[src/design/assert_macros.svh]
// assertion macros shared by the page tag cache index rtl
// no dependencies; checks vanish when SYNTH is defined
`ifndef ASSERT_MACROS_SVH
`define ASSERT_MACROS_SVH
`ifndef SYNTH
`define PTCI_ASSERT_IMP(lbl, a, b) \
    lbl: assert property (@(posedge clk) disable iff (!rst_n) (a) |-> (b)) \
        else $error("assertion failed");
`define PTCI_ASSERT_NEXT(lbl, a, b) \
    lbl: assert property (@(posedge clk) disable iff (!rst_n) (a) |=> (b)) \
        else $error("assertion failed");
`else
`define PTCI_ASSERT_IMP(lbl, a, b)
`define PTCI_ASSERT_NEXT(lbl, a, b)
`endif
`endif

[src/design/ptci_queue.sv]
// two entry queue between the hash front end and the probe engine
// no dependencies
module ptci_queue #(
    parameter int W = 8
) (
    input  logic         clk,
    input  logic         rst_n,
    input  logic         push,
    input  logic [W-1:0] wdata,
    output logic         full,
    input  logic         pop,
    output logic         empty,
    output logic [W-1:0] rdata
);
    logic [W-1:0] mem_reg [2];
    logic wr_reg, wr_next, rd_reg, rd_next;
    logic [1:0] cnt_reg, cnt_next;

    always_comb
    begin
        wr_next  = push ? !wr_reg : wr_reg;
        rd_next  = pop ? !rd_reg : rd_reg;
        cnt_next = cnt_reg + {1'b0, push} - {1'b0, pop};
    end

    always_ff @(posedge clk or negedge rst_n)
    begin
        if (!rst_n)
        begin
            wr_reg  <= 1'b0;
            rd_reg  <= 1'b0;
            cnt_reg <= '0;
        end
        else
        begin
            wr_reg  <= wr_next;
            rd_reg  <= rd_next;
            cnt_reg <= cnt_next;
        end
    end

    always_ff @(posedge clk)
    begin
        if (push)
            mem_reg[wr_reg] <= wdata;
    end

    assign full  = (cnt_reg == 2'd2);
    assign empty = (cnt_reg == 2'd0);
    assign rdata = mem_reg[rd_reg];
endmodule

[config.mk]
export PLATFORM = sky130hd
export DESIGN_NAME = ptci_queue
export DESIGN_NICKNAME = d
export VERILOG_FILES = /design/src/design/assert_macros.svh /design/src/design/ptci_queue.sv
export SDC_FILE = /design/constraint.sdc
export NUM_CORES = 1
export LEC_CHECK = 0
export ABC_CLOCK_PERIOD_IN_PS = 1700
export BUFFER_PORTS_ARGS = -buffer_cell sky130_fd_sc_hd__buf_4
export CORE_UTILIZATION = 35
export CTS_BUF_LIST = sky130_fd_sc_hd__clkbuf_2 sky130_fd_sc_hd__clkbuf_4 sky130_fd_sc_hd__clkbuf_8
export CTS_CLUSTER_DIAMETER = 30
export DETAILED_ROUTE_END_ITERATION = 12
export REMOVE_ABC_BUFFERS = 1
export SKIP_LAST_GASP = 1
export SYNTH_ARGS = -nofsm -noshare
export SYNTH_HDL_FRONTEND = slang
export SYNTH_SLANG_ARGS = --single-unit
[constraint.sdc]
create_clock -name clk -period 1.7 [get_ports clk]
set_clock_uncertainty 0.2 [all_clocks]
set_input_delay 0.085 -clock clk [delete_from_list [all_inputs] [get_ports clk]]
set_output_delay 0.085 -clock clk [all_outputs]
set_load 0.05 [all_outputs]
== After elaboration in Yosys (flattened, before gate mapping) ==
Memory sizes are Yosys's and may differ from the RTL's.
Cells that the tools add are included.

* Register bits after elaboration: 4
* Bits in writable memories: 16
* Input port bits: 12
* Output and inout bits: 10
* Logic and storage cells: 12
* Memories kept: 1

{| class="wikitable"
|+ Memories
! memory !! depth !! width !! rd ports !! clocked after memory_dff !! wr ports !! RTL line !! source
|-
| mem_reg || 2 || 8 || 1 || 0 || 1 || ptci_queue.sv:15 || <nowiki>logic [W-1:0] mem_reg [2];</nowiki>
|}

* Add/sub/neg operators: 2
* Equality and inequality tests: 1
* Mux-type cells: 2
* Reduce and logical (&&, ||, !) cells: 3

{| class="wikitable"
|+ Operators with widths
! kind !! number
|-
| 2-bit by 1-bit adder with 2-bit output || 1
|-
| 2-bit == test (second input constant) || 1
|-
| 1-bit zero test || 2
|-
| 2-bit zero test || 1
|-
| 1-bit two-way mux || 2
|-
| 2-bit by 1-bit subtractor with 2-bit output || 1
|}

== Longest topological paths before layout ==
* Depth in word-level cells: 2
* Gate-level depth with buffers: 5
* Gate-level depth less buffers: 5

== Worst setup path before layout ==
OpenSTA, ideal clock, no wires.

* Path type: register to register
* Start point: reg cnt_reg[0]
* End point: reg cnt_reg[1]
* Library setup time: 135 ps
* Arrival time: 1,178 ps
* Required time: 1,365 ps
* Slack: 187 ps
* Cell stages (with the launch flop): 6
* Buffers on the path: 0
* Clock period less this slack: 1,513 ps
* Cell sequence: dfrtp_1 -> inv_1 -> ha_1 -> inv_1 -> ha_1 -> xor3_1

* Longest elaborated chain between the ends: 2

{| class="wikitable"
|+ Ends and longest elaborated chain
! what !! RTL line !! source
|-
| from (decl) || ptci_queue.sv:17 || <nowiki>logic [1:0] cnt_reg, cnt_next;</nowiki>
|-
| from (signal assigned) || ptci_queue.sv:38 || <nowiki>cnt_reg <= cnt_next;</nowiki>
|-
| 2-bit by 1-bit adder with 2-bit output || ptci_queue.sv:23 || <nowiki>cnt_next = cnt_reg + {1'b0, push} - {1'b0, pop};</nowiki>
|-
| 2-bit by 1-bit subtractor with 2-bit output || ptci_queue.sv:23 ||
|-
| named net cnt_next[1] || ptci_queue.sv:17 ||
|}

The timed path passes the listed nets, and every way through them passes these cells.
A chain may end at the register's enable or synchronous reset.

== Worst setup path after layout ==
* Start point: reg rd_reg
* End point: out rdata[3]

* Longest elaborated chain between the ends: 1

{| class="wikitable"
|+ Ends and longest elaborated chain
! what !! RTL line !! source
|-
| from (decl) || ptci_queue.sv:16 || <nowiki>logic wr_reg, wr_next, rd_reg, rd_next;</nowiki>
|-
| from (signal assigned) || ptci_queue.sv:37 || <nowiki>rd_reg <= rd_next;</nowiki>
|-
| memory read 2 x 8 bit || n/a ||
|-
| to (decl) || ptci_queue.sv:13 || <nowiki>output logic [W-1:0] rdata</nowiki>
|}

No other way between the ends.

==> impl_metrics.json <==
{
  "setup_tns_ns": 0,
  "gpl.final_weighted_congestion": 0.611,
  "cts_tree": "done",
  "placementRows": 17,
  "syn_area_um2": 808,
  "detailedRoute.firstPassIterationCount": 2,
  "globalRoute.totalOverflow": 0,
  "synth.ff_latch_count": 20,
  "hold-path-endpoint": "wr_reg$_DFFE_PN0P_",
  "hold_start": "wr_reg$_DFFE_PN0P_",
  "wire_per_inst_um": 11.4,
  "worstReg2RegEnd": "cnt_reg[1]$_DFF_PN0_",
  "grt_antenna_before_repair": 0,
  "drv_slew": 0,
  "total_leakage_power_nw": 0.507,
  "fp.dieArea_um2": 2510,
  "synth_async_sr_flop_share_pct": 20.0,
  "synth_area_per_cell_um2": 20.2,
  "yosys.area.top_type_share_pct": 59.4,
  "pin_count_of_the_biggest_net_entering_global_routing": 12,
  "timing.reg2reg.worst_path_depth": 5,
  "power_frac_comb_pct": 52.3,
  "cts.clk_slew.worst_paths_ns": 0.10,
  "min_path_cells": 1,
  "port_buffers": 21,
  "n_antenna_cell": 0,
  "outcome": "complete, no violations",
  "power.share.sequential_pct": 36.6,
  "cp-end-kind": "output pin",
  "crit_family": "flip-flops",
  "route.antenna.remaining_nets": 0,
  "seqCellArea_um2": 582,
  "hold_vio_cnt_final": 0,
  "grt_usage_pct": 10.9,
  "post_synth_main_area_contributors": "sky130_fd_sc_hd__edfxtp_1, sky130_fd_sc_hd__mux2_4, sky130_fd_sc_hd__dfrtp_1, sky130_fd_sc_hd__ha_1, sky130_fd_sc_hd__xor3_1",
  "boundaryPins": 22,
  "timing.setup.critical_path_class": "flip-flop to output pin",
  "multiInputGateArea_um2": 209,
  "final_min_period_over_clock_period_pct": 96.9,
  "reg2reg_setup_slack_ns": 0.13,
  "max-slew-margin-rel_pct": 73.6,
  "most_numerous_cell_in_the_yosys_netlist": "sky130_fd_sc_hd__edfxtp_1",
  "timing_worst_slew_pin_value_ns": 0.397,
  "power.share.clock_pct": 11.1,
  "dr_total_vias": 457,
  "die_h_um": 50.1,
  "synth_sequential_area_ratio_pct": 71.8,
  "worst_path_largest_cell_delay_ns": 0.41,
  "edff_count_synth": 16,
  "core_area_um2": 2190,
  "post-route-min-period_ns": 1.65,
  "yosys_most_used_dff": "sky130_fd_sc_hd__edfxtp_1",
  "layout-area-overhead-vs-synth_pct": 44.4,
  "worstPathRequired_ns": 1.41,
  "netSwitchingPower_mw": 0.772,
  "cap_viol_max_count": 0,
  "filler_cell_count": 179,
  "holdCritPathClass": "flip-flop to flip-flop",
  "gate_count_after_technology_mapping": 40,
  "setup_viol": 0,
  "crit_slowest_cell": "sky130_fd_sc_hd__dfrtp_2",
  "pwr_density_cell_nw_per_um2": 1680,
  "p_int_mw": 1.18,
  "regToRegStartpoint": "cnt_reg[0]$_DFF_PN0_",
  "initialDrtViolationCount": 3,
  "routed_wl_um": 1230,
  "final_cell_count_no_fill": 108,
  "crit_path_cell_trace": "clkbuf_4 > mux2_4 > buf_4",
  "clock_tree.htree_level_count": 1,
  "cp_data_arrival_time_ns": 1.36,
  "initial_utilization_pct": 36.9,
  "timing.fmax_ghz": 0.607,
  "clock-sinks": 20,
  "crit_path_start_kind": "flip-flop",
  "clock_latency_ns": 0.29,
  "die_x_um": 50.1,
  "post_route_cells_drive_above_1_share_pct": 46.3,
  "ir_drop_uv": 964,
  "synth_top_cell_by_area": "sky130_fd_sc_hd__edfxtp_1",
  "dp_cells": 89,
  "final_net_count": 95,
  "setup_repair_after_global_routing_missed_its_margin": "false",
  "dp.final_hpwl_um": 795,
  "grt_first_pass_wirelength_um": 1930,
  "clockRootBuffer": "sky130_fd_sc_hd__clkbuf_4",
  "critical_path.max_fanout": 4,
  "synth_cell_type_count": 11,
  "drt_drc_violations_left": 0,
  "ys_top_cells_by_count": "sky130_fd_sc_hd__edfxtp_1, sky130_fd_sc_hd__mux2_4, sky130_fd_sc_hd__dfrtp_1",
  "critical_path_buf_inv_count": 2,
  "sw_frac_of_total_pct": 39.5,
  "vias_in_the_first_global_route": 466,
  "clk_path_buf_depth": 2,
  "synthesis.yosys.warnings": 0,
  "number_of_flip_flops_in_the_largest_register": 16,
  "vias_per_instance": 4.23,
  "cts_buffers": 3,
  "timing.hold.ws_ns": 0.287
}
[routing by layer]
metal	routed length (µm)	vias to the layer above	GRT usage, %
li1	-	224	-
met1	485	221	11.0
met2	693	12	19.1
met3	55	0	3.09
met4	0	0	7.14
met5	0	-	0
[worst max path at each step]
stage	cells past startpoint	start	slack [ns]	end
final	3	rd_reg$_DFFE_PN0P_	0.05	rdata[3]
after global routing	3	rd_reg$_DFFE_PN0P_	0.003	rdata[2]
after CTS	2	rd_reg$_DFFE_PN0P_	0.01	rdata[2]
after detailed placement	5	cnt_reg[0]$_DFF_PN0_	0.12	cnt_reg[1]$_DFF_PN0_
after global placement	5	cnt_reg[0]$_DFF_PN0_	0.18	cnt_reg[1]$_DFF_PN0_
after floorplan	5	cnt_reg[0]$_DFF_PN0_	0.19	cnt_reg[1]$_DFF_PN0_
[stage by stage]
step	area, µm²	util, %	power, mW	worst slack [ns]
2_1_floorplan	797	-	1.44	0.187
6_report	1170	53.3	1.96	0.0532
3_3_place_gp	997	45.5	1.67	0.181
4_1_cts	1140	52.3	1.92	0.0108
5_1_grt	1170	53.3	2.07	0.00297
3_5_place_dp	997	45.5	1.68	0.123
[layout by cell type (no fill, tap or decap), drive strengths merged]
cell type,n
mux2,8
dfrtp,4
clkinv,1
dlygate4sd3,12
xor2,2
buf,24
nor2b,2
ha,2
and2,1
xor3,1
clkbuf,4
inv,2
nor2,1
edfxtp,16
[layout make-up]
| class | instances | share of cell area (%) |
|---|---|---|
| clock buffers | 3 | 1.93 |
| clock inverters | 1 | 0.322 |
| inverters | 2 | 0.643 |
| multi-input cells | 17 | 17.9 |
| flip-flops and latches | 20 | 49.8 |
| well taps | 28 | 3.00 |
| repair buffers | 37 | 26.4 |
[power by group through the flow]
stage | sequential, mW | combinational (mW) | clock (mW)
floorplan | 0.758 | 0.679 | 0
global placement | 0.775 | 0.891 | 0
detailed placement | 0.783 | 0.898 | 0
CTS | 0.774 | 0.920 | 0.229
global route | 0.733 | 1.08 | 0.256
finish | 0.716 | 1.02 | 0.218
[timing repair]
item	CTS	global route
gates resized for setup	1	0
setup buffers	0	3
pin swaps	0	0
endpoints found under the hold margin	24	0
hold buffers	12	0
setup endpoints to repair	8	8
[kinds of logic after synthesis]
kind of cell	synth area share, %
buf+inv	2.32
fa+ha+maj	3.10
mux	14.9
xor+xnor	5.11
simple gates	2.79
flops	71.8
No activity file was read; power rests on OpenSTA's default activity.
