--- src/design/assert_macros.svh ---
// assertion macros shared by the page tag cache index rtl
// no dependencies; checks vanish when SYNTH is defined
`ifndef ASSERT_MACROS_SVH
`define ASSERT_MACROS_SVH
`ifndef SYNTH
`define PTCI_ASSERT_IMP(lbl, a, b) \
    lbl: assert property (@(posedge clk) disable iff (!rst_n) (a) |-> (b)) \
        else $error("assertion failed");
`define PTCI_ASSERT_NEXT(lbl, a, b) \
    lbl: assert property (@(posedge clk) disable iff (!rst_n) (a) |=> (b)) \
        else $error("assertion failed");
`else
`define PTCI_ASSERT_IMP(lbl, a, b)
`define PTCI_ASSERT_NEXT(lbl, a, b)
`endif
`endif

--- src/design/ptci_pkg.sv ---
// shared constants, codes and types of the page tag cache index
// no dependencies
package ptci_pkg;
    localparam int PAGES_DEF       = 64;
    localparam int INDEX_SLOTS_DEF = 128;
    localparam int OFFSET_BITS_DEF = 48;

    localparam int MODE_W      = 2;
    localparam int STATUS_W    = 3;
    localparam int PAGE_SLOT_W = 6;
    localparam int EVICT_W     = 48;
    localparam int HASH_W      = 64;

    localparam logic [HASH_W-1:0] MIX_C1 = 64'hbf58476d1ce4e5b9;
    localparam logic [HASH_W-1:0] MIX_C2 = 64'h94d049bb133111eb;
    localparam int MIX_SH1 = 30;
    localparam int MIX_SH2 = 27;
    localparam int MIX_SH3 = 31;

    localparam logic [MODE_W-1:0] MODE_LOOKUP = 2'd0;
    localparam logic [MODE_W-1:0] MODE_CREATE = 2'd1;
    localparam logic [MODE_W-1:0] MODE_CLEAR  = 2'd2;

    typedef enum logic [STATUS_W-1:0] {
        STAT_FOUND   = 3'd0,
        STAT_CREATED = 3'd1,
        STAT_EVICTED = 3'd2,
        STAT_MISS    = 3'd3,
        STAT_FULL    = 3'd4
    } status_t;

    typedef struct packed {
        logic                   done;
        status_t                status;
        logic [PAGE_SLOT_W-1:0] page_slot;
        logic [EVICT_W-1:0]     evicted;
    } result_t;
endpackage

--- src/design/ptci_front.sv ---
// front end: takes commands and hashes the tag into a home slot
// depends on ptci_pkg
module ptci_front #(
    parameter int INDEX_SLOTS = ptci_pkg::INDEX_SLOTS_DEF,
    parameter int OFFSET_BITS = ptci_pkg::OFFSET_BITS_DEF
) (
    input  logic                        clk,
    input  logic                        rst_n,
    input  logic                        start,
    input  logic [ptci_pkg::MODE_W-1:0] mode,
    input  logic [OFFSET_BITS-1:0]      page_offset,
    output logic                        busy,
    input  logic                        q_full,
    output logic                        q_push,
    output logic [ptci_pkg::MODE_W-1:0] item_mode,
    output logic [OFFSET_BITS-1:0]      item_tag,
    output logic [$clog2(INDEX_SLOTS)-1:0] item_idx
);
    localparam int SLOT_W = $clog2(INDEX_SLOTS);
    localparam bit IS_POW2 = (INDEX_SLOTS & (INDEX_SLOTS - 1)) == 0;
    localparam int HW = ptci_pkg::HASH_W;
    // 2^32 mod slot count, used to fold the upper word onto the lower one
    localparam logic [HW-1:0] TWO_32  = HW'(1) << 32;
    localparam logic [HW-1:0] FOLD_KW = TWO_32 % HW'(INDEX_SLOTS);
    localparam logic [SLOT_W-1:0] FOLD_K = FOLD_KW[SLOT_W-1:0];
    // rounded-up reciprocal: exact quotient for any 32-bit dividend
    localparam logic [HW-1:0] RECIP_W = ((HW'(1) << (32 + SLOT_W)) + HW'(INDEX_SLOTS - 1))
                                        / HW'(INDEX_SLOTS);
    localparam logic [32:0] RECIP = RECIP_W[32:0];

    typedef enum logic [3:0] {
        F_IDLE = 4'b0001,
        F_MUL  = 4'b0010,
        F_MOD  = 4'b0100,
        F_HOLD = 4'b1000
    } fstate_t;

    fstate_t state_reg, state_next;
    logic [1:0] k_reg, k_next;
    logic phase_reg, phase_next;
    logic [5:0] cnt_reg, cnt_next;

    logic [ptci_pkg::MODE_W-1:0] mode_reg, mode_next;
    logic [OFFSET_BITS-1:0] tag_reg, tag_next;
    logic [HW-1:0] x_reg, x_next, acc_reg, acc_next, prod_reg, prod_next, h_reg, h_next;
    logic [SLOT_W-1:0] r_reg, r_next;
    logic [31:0] q_reg, q_next;

    logic [HW-1:0] t64, cst, mul_p, acc_sum, hfin;
    logic [31:0] mul_a, mul_b;
    logic [31+SLOT_W:0] fold_p;
    logic [HW-1:0] fold_sum;
    logic [64:0] recip_p, recip_q;
    logic [31:0] qm, rem32;

    assign t64 = HW'(page_offset);
    assign cst = phase_reg ? ptci_pkg::MIX_C2 : ptci_pkg::MIX_C1;
    // 64x64 low product built from three 32x32 partial products
    always_comb
    begin
        unique case (k_reg)
            2'd0:    begin mul_a = x_reg[31:0];  mul_b = cst[31:0];  end
            2'd1:    begin mul_a = x_reg[31:0];  mul_b = cst[63:32]; end
            default: begin mul_a = x_reg[63:32]; mul_b = cst[31:0];  end
        endcase
    end
    assign mul_p   = {32'b0, mul_a} * {32'b0, mul_b};
    assign acc_sum = acc_reg + {prod_reg[31:0], 32'b0};
    assign hfin    = acc_sum ^ (acc_sum >> ptci_pkg::MIX_SH3);

    // remainder for a slot count that is not a power of two:
    // three folds bring the hash below 2^32, then a reciprocal multiply
    assign fold_p   = {{SLOT_W{1'b0}}, h_reg[63:32]} * {32'b0, FOLD_K};
    assign fold_sum = HW'(fold_p) + {32'b0, h_reg[31:0]};
    assign recip_p  = {33'b0, h_reg[31:0]} * {32'b0, RECIP};
    assign recip_q  = recip_p >> (32 + SLOT_W);
    assign qm       = q_reg * 32'(INDEX_SLOTS);
    assign rem32    = h_reg[31:0] - qm;

    always_comb
    begin
        state_next = state_reg;
        k_next     = k_reg;
        phase_next = phase_reg;
        cnt_next   = cnt_reg;
        mode_next  = mode_reg;
        tag_next   = tag_reg;
        x_next     = x_reg;
        acc_next   = acc_reg;
        prod_next  = prod_reg;
        h_next     = h_reg;
        r_next     = r_reg;
        q_next     = q_reg;
        unique case (state_reg)
            F_IDLE:
            begin
                if (start)
                begin
                    mode_next  = mode;
                    tag_next   = page_offset;
                    x_next     = t64 ^ (t64 >> ptci_pkg::MIX_SH1);
                    k_next     = 2'd0;
                    phase_next = 1'b0;
                    state_next = F_MUL;
                end
            end
            F_MUL:
            begin
                k_next = k_reg + 2'd1;
                unique case (k_reg)
                    2'd0: prod_next = mul_p;
                    2'd1:
                    begin
                        acc_next  = prod_reg;
                        prod_next = mul_p;
                    end
                    2'd2:
                    begin
                        acc_next  = acc_sum;
                        prod_next = mul_p;
                    end
                    default:
                    begin
                        if (!phase_reg)
                        begin
                            x_next     = acc_sum ^ (acc_sum >> ptci_pkg::MIX_SH2);
                            phase_next = 1'b1;
                        end
                        else
                        begin
                            h_next   = hfin;
                            cnt_next = '0;
                            if (IS_POW2)
                            begin
                                r_next     = hfin[SLOT_W-1:0];
                                state_next = F_HOLD;
                            end
                            else
                            begin
                                r_next     = '0;
                                state_next = F_MOD;
                            end
                        end
                    end
                endcase
            end
            F_MOD:
            begin
                // folds, then quotient, then remainder
                cnt_next = cnt_reg + 6'd1;
                priority if (cnt_reg < 6'd3)
                    h_next = fold_sum;
                else if (cnt_reg == 6'd3)
                    q_next = recip_q[31:0];
                else
                begin
                    r_next     = rem32[SLOT_W-1:0];
                    state_next = F_HOLD;
                end
            end
            F_HOLD:
            begin
                if (!q_full)
                    state_next = F_IDLE;
            end
            default: state_next = F_IDLE;
        endcase
    end

    always_ff @(posedge clk or negedge rst_n)
    begin
        if (!rst_n)
        begin
            state_reg <= F_IDLE;
            k_reg     <= '0;
            phase_reg <= 1'b0;
            cnt_reg   <= '0;
        end
        else
        begin
            state_reg <= state_next;
            k_reg     <= k_next;
            phase_reg <= phase_next;
            cnt_reg   <= cnt_next;
        end
    end

    always_ff @(posedge clk)
    begin
        mode_reg <= mode_next;
        tag_reg  <= tag_next;
        x_reg    <= x_next;
        acc_reg  <= acc_next;
        prod_reg <= prod_next;
        h_reg    <= h_next;
        r_reg    <= r_next;
        q_reg    <= q_next;
    end

    assign busy      = (state_reg != F_IDLE);
    assign q_push    = (state_reg == F_HOLD) && !q_full;
    assign item_mode = mode_reg;
    assign item_tag  = tag_reg;
    assign item_idx  = r_reg;
endmodule

--- config.mk ---
export PLATFORM = sky130hd
export DESIGN_NAME = ptci_front
export DESIGN_NICKNAME = d
export VERILOG_FILES = /design/src/design/assert_macros.svh /design/src/design/ptci_pkg.sv /design/src/design/ptci_front.sv
export SDC_FILE = /design/constraint.sdc
export NUM_CORES = 2
export LEC_CHECK = 0
export ABC_CLOCK_PERIOD_IN_PS = 10500
export BUFFER_PORTS_ARGS = -buffer_cell sky130_fd_sc_hd__buf_4
export CAP_MARGIN = 20
export CORE_ASPECT_RATIO = 1.25
export CORE_MARGIN = 1.5
export CORE_UTILIZATION = 40
export CTS_CLUSTER_SIZE = 16
export DETAILED_ROUTE_END_ITERATION = 8
export MAX_ROUTING_LAYER = met4
export PLACE_DENSITY = 0.57
export SETUP_SLACK_MARGIN = 0.1
export SKIP_LAST_GASP = 1
export SYNTH_ARGS = -nofsm -noshare
export SYNTH_HDL_FRONTEND = slang
export SYNTH_SLANG_ARGS = --single-unit
--- constraint.sdc ---
create_clock -name clk -period 10.5 [get_ports clk]
set_clock_uncertainty 0.2 [all_clocks]
set_input_delay 1.05 -clock clk [delete_from_list [all_inputs] [get_ports clk]]
set_output_delay 1.05 -clock clk [all_outputs]
set_load 0.005 [all_outputs]
; ---- Yosys cells after proc, flatten, opt, wreduce, memory -nomap -nowiden
; Cells that the tools add are included.
[totals]
regBits = 269
out_inout_bits = 59
word_cells = 86
[classes]
addsub = 4
mul = 1
magnitude_cmp = 1
n_eq_ne = 15
mux = 31
bitwise_logic = 5
reduce_logical = 18
[op_table]
columns = cell, n
row1 = $pmux W64 S2, 2
row2 = $mux W64, 3
row3 = $add A64 B64 Y64, 1
row4 = $mul A32 B32 Y64, 1
row5 = $mux W32, 2
row6 = $xor A64 B37 Y64, 1
row7 = $mux W62, 1
row8 = $xor A48 B18 Y48, 1
row9 = $mux W7, 6
row10 = $pmux W7 S2, 2
row11 = $mux W4, 6
row12 = $pmux W4 S4, 1
row13 = $ne A2 B2 Y1 const B, 7
row14 = $mux W6, 2
row15 = $pmux W6 S2, 1
row16 = $reduce_and A2 Y1, 4
row17 = $reduce_and A4 Y1, 2
row18 = $sub A7 B1 Y7 const B, 1
row19 = $xor A7 B7 Y7, 1
row20 = $add A6 B1 Y6 const B, 1
row21 = $eq A6 B2 Y1 const B, 1
row22 = $lt A6 B2 Y1 const B, 1
row23 = $reduce_and A3 Y1, 2
row24 = $reduce_and A6 Y1, 1
row25 = other kinds (20), 24

; ---- Logic depth before layout (Yosys ltp)
[depth]
ltp_word = 5
mapped_depth = 36
depth_no_buf = 34

; ---- Least setup slack after synthesis
; No wires, ideal clock.
[synth_timing]
path_kind = flip-flop to flip-flop
start = register k_reg[0]
end = register prod_reg[62] (data pin)
setup_time_ps = 266
arrival_time_ps = 8543
required_ps = 10034
path_slack_ps = 1491
stages_incl_launch_ff = 29
n_path_buf = 2
synth_period_minus_slack_ps = 9009
path_cell_list = dfrtp_1 ha_1 nor2_1 buf_2 buf_2 mux2i_1 nor2_1 inv_1 o22ai_1 fa_1 fa_1 fa_1 inv_1 fa_1 inv_1 fa_1 fa_1 fa_1 fa_1 ha_1 a21oi_1 o21ai_1 a221o_1 a21oi_1 a21oi_2 a31oi_2 o211a_1 o31ai_2 xor2_1
[synth_via]
elab_chain_len = 4
word_cells_on_any_way = 6
[synth_lines]
columns = item, line
row1 = "start, declared", ptci_front.sv:39  ; logic [1:0] k_reg, k_next;
row2 = "start signal, assigned", ptci_front.sv:182  ; k_reg <= k_next;
row3 = $eq A2 B1 Y1 / $logic_not A2 Y1 (equally long branches), ptci_front.sv:61  ; unique case (k_reg)
row4 = $reduce_or A2 Y1 (no source line), --
row5 = $mux W32, ptci_front.sv:61
row6 = $mul A32 B32 Y64 (*), ptci_front.sv:67  ; assign mul_p = {32'b0, mul_a} * {32'b0, mul_b};
row7 = net mul_p[62], ptci_front.sv:49  ; logic [HW-1:0] t64, cst, mul_p, acc_sum, hfin;
row8 = "end signal, assigned", ptci_front.sv:194  ; prod_reg <= prod_next;
row9 = "end, declared", ptci_front.sv:45  ; logic [HW-1:0] x_reg, x_next, acc_reg, acc_next, prod_reg, prod_next, h_reg, h_next;
; Mark *: on every way through the listed nets, which the timed path passes. The rest lies on a longest branch.
; A chain may end at the register's enable or synchronous reset.

; ---- Worst setup path in the final report
[layout_timing]
start = register k_reg[0]
end = register prod_reg[63] (data pin)
; Same word-level chain as after synthesis.

==> reports/metrics.yaml <==
grt_pass1_vias: 30400
antenna_found_initial: 3
ys_seq_elements: 255
port_buffers: 112
grt_max_degree: 68
cts_made_buffers: 23
status: "finished, violations left"
ys_warn_count: 0
reg2reg_depth: 29
num-nets-final: 5274
start_kind: "flip-flop"
row_count: 130
syn_to_final_growth_pct: 8.43
yosysSeqAreaShare: 0.187
fillCellCount: 9850
worstPathArrival_ps: 10050
relSlewSlack: 0.332
drv_cap: 0
finalSetupTns_ps: 0
endpoint_kind: "flip-flop"
grt_use_total: 0.298
cts-root-buf: "clkbuf_16"
drt_iter0_drc: 2034
initial_utilization: 0.404
cpPeakStageDelay_ps: 680
die_area_um2: 104000
synth-async-reset-ratio: 0.0235
path_max_fanout: 10
die_h_um: 360
clockBufferDepth: 3
tightestPinTransition_ps: 1000
synth_xor_area_frac: 0.0379
ys_types: 81
syn_nets: 5171
period_minus_slack_ps: 9970
insertion_delay_ps: 540
synth_top_area_frac: 0.384
crit_required_ps: 10580
path_common_cell: "fa_1"
grt_pass1_wl_um: 213000
muxShareOfSynthArea: 0.0169
coreArea_um2: 101000
synth_area_leader_cell: "fa_1"
ant_nets: 0
synth_area_um2: 40800
numClockSinks: 255
slew_viol_final: 0
min_period_over_period: 0.950
synthFlopType: "edfxtp_1"
gp_congestion: 1.04
cts_tree: "yes"
ioPinCount: 113
path_clk_slew_ps: 80
crit_type: "flip-flop to flip-flop"
synth_edf_count: 249
via_count: 28200
die_w_um: 289
synth-compound-area-share: 0.0720
dr.pass1.iters: 8
synth_top_family_by_area: "adder cells"
drt_wl_total_um: 147000
avgViaCountPerCell: 5.25
syn_avg_cell_area_um2: 10.4
overflow: 0
htree_levels: 1
hold_path_class: "primary input to async pin"
post-route-drc-count: 3
drive_gt1_frac: 0.0830
yosys.area_share.simple: 0.0761
rsz0062_at_grt: "no"
synth_cells: 3927
hold_violations: 0
synth.area.top_cells: "fa_1, edfxtp_1, ha_1"
cts_hold_buf: 0
worst_path_max_delay_cell: "fa_1"
synthAdderAreaFrac: 0.509
hpwlAfterDp_um: 130000
failed_checks: "DRC"
max_freq_mhz: 100
wl_per_cell_um: 27.5
setup_viol: 0
==> critical path: cells and delay by family (launching register included) <==
| kind | cells | cell delay (ps) |
|---|---|---|
| flip-flops | 1 | 450 |
| adder cells (fa/ha/maj) | 10 | 4860 |
| XOR/XNOR | 1 | 70 |
| AND/OR/NAND/NOR | 7 | 1430 |
| buffers and inverters | 5 | 860 |
| AO/OA/AOI/OAI | 5 | 1340 |
| multiplexers | 1 | 480 |
==> Yosys cell counts, drive strengths merged, types with 29 or more instances <==
cell type / number
a21o: 79
a21oi: 143
o21ai: 110
nor2b: 41
ha: 408
o21bai: 29
and2: 36
fa: 782
nand2: 234
xnor2: 117
edfxtp: 249
mux2: 44
clkbuf: 90
inv: 979
xor2: 57
nor2: 280
==> through the flow <==
| step | hold WS, ps | utilization | setup WS [ps] | cell area [µm²] | std cells |
|---|---|---|---|---|---|
| CTS | 117 | 0.438 | 380 | 44200 | 5365 |
| global placement | 327 | 0.431 | 480 | 43500 | 5322 |
| finish | 123 | 0.439 | 529 | 44200 | 5368 |
| floorplan | 302 | - | 1490 | 40800 | 3927 |
| global route | 117 | 0.439 | 103 | 44200 | 5368 |
| detailed placement | 335 | 0.431 | 396 | 43500 | 5324 |
==> worst paths after layout <==
check                                  start      endpoint  slack (ps)
max in group asynchronous              rst_n  state_reg[0]        9760
min in group clk                prod_reg[53]   acc_reg[53]         350
worst max register to register      k_reg[0]  prod_reg[63]         530
worst max-delay path                k_reg[0]  prod_reg[63]         530
worst min-delay path                   rst_n  state_reg[3]         120
worst min register to register  prod_reg[53]   acc_reg[53]         350
==> repair_timing <==
action	in CTS	in global routing
buffers inserted	0	0
gates resized for setup	0	5
endpoints found under the setup margin	0	9
==> final cells by class <==
type,instances,area [µm²],area share
clock buffers,24,579,0.0131
inverters,982,3690,0.0834
flip-flops and latches,255,7630,0.173
well taps,1320,1650,0.0373
clock inverters,17,113,0.00255
repair buffers,188,1460,0.0330
multi-input cells,2580,29100,0.658
diodes,2,5.00,0.000113
==> cell families (layout without fill, tap and decap cells) <==
group | after synthesis | after routing
AOI/OAI and AO/OA | 451 | 451
other | 0 | 2
adders and majority gates | 1190 | 1190
buffers and inverters | 1092 | 1211
and+or+nand+nor | 701 | 701
DFF | 255 | 255
muxes | 63 | 63
xor gates and xnor gates | 175 | 175
==> routing by layer <==
layer	routed length (µm)	GRT usage
met4	9810	0.148
met2	73600	0.496
met1	58300	0.364
met5	0	-
met3	5760	0.0253
==> cells in the final DEF (no fill, tap or decap), drive strengths merged, types with 14 or more instances in the layout <==
cell type | Yosys | final
nor3 | 20 | 20
xnor2 | 117 | 117
nor2 | 280 | 280
edfxtp | 249 | 249
nand2 | 234 | 234
or2 | 14 | 14
fa | 782 | 782
buf | 20 | 188
o21ai | 110 | 110
xor2 | 57 | 57
clkinv | 3 | 16
nor2b | 41 | 41
inv | 979 | 978
ha | 408 | 408
clkbuf | 90 | 24
nand3 | 22 | 22
a31oi | 16 | 16
a21oi | 143 | 143
o21bai | 29 | 29
a21o | 79 | 79
mux2 | 44 | 44
and3 | 24 | 24
o22ai | 15 | 15
mux2i | 19 | 19
and2 | 36 | 36
Power is not shown: default switching activity piles up to over one toggle a cycle in this logic, so the estimate is an artifact.
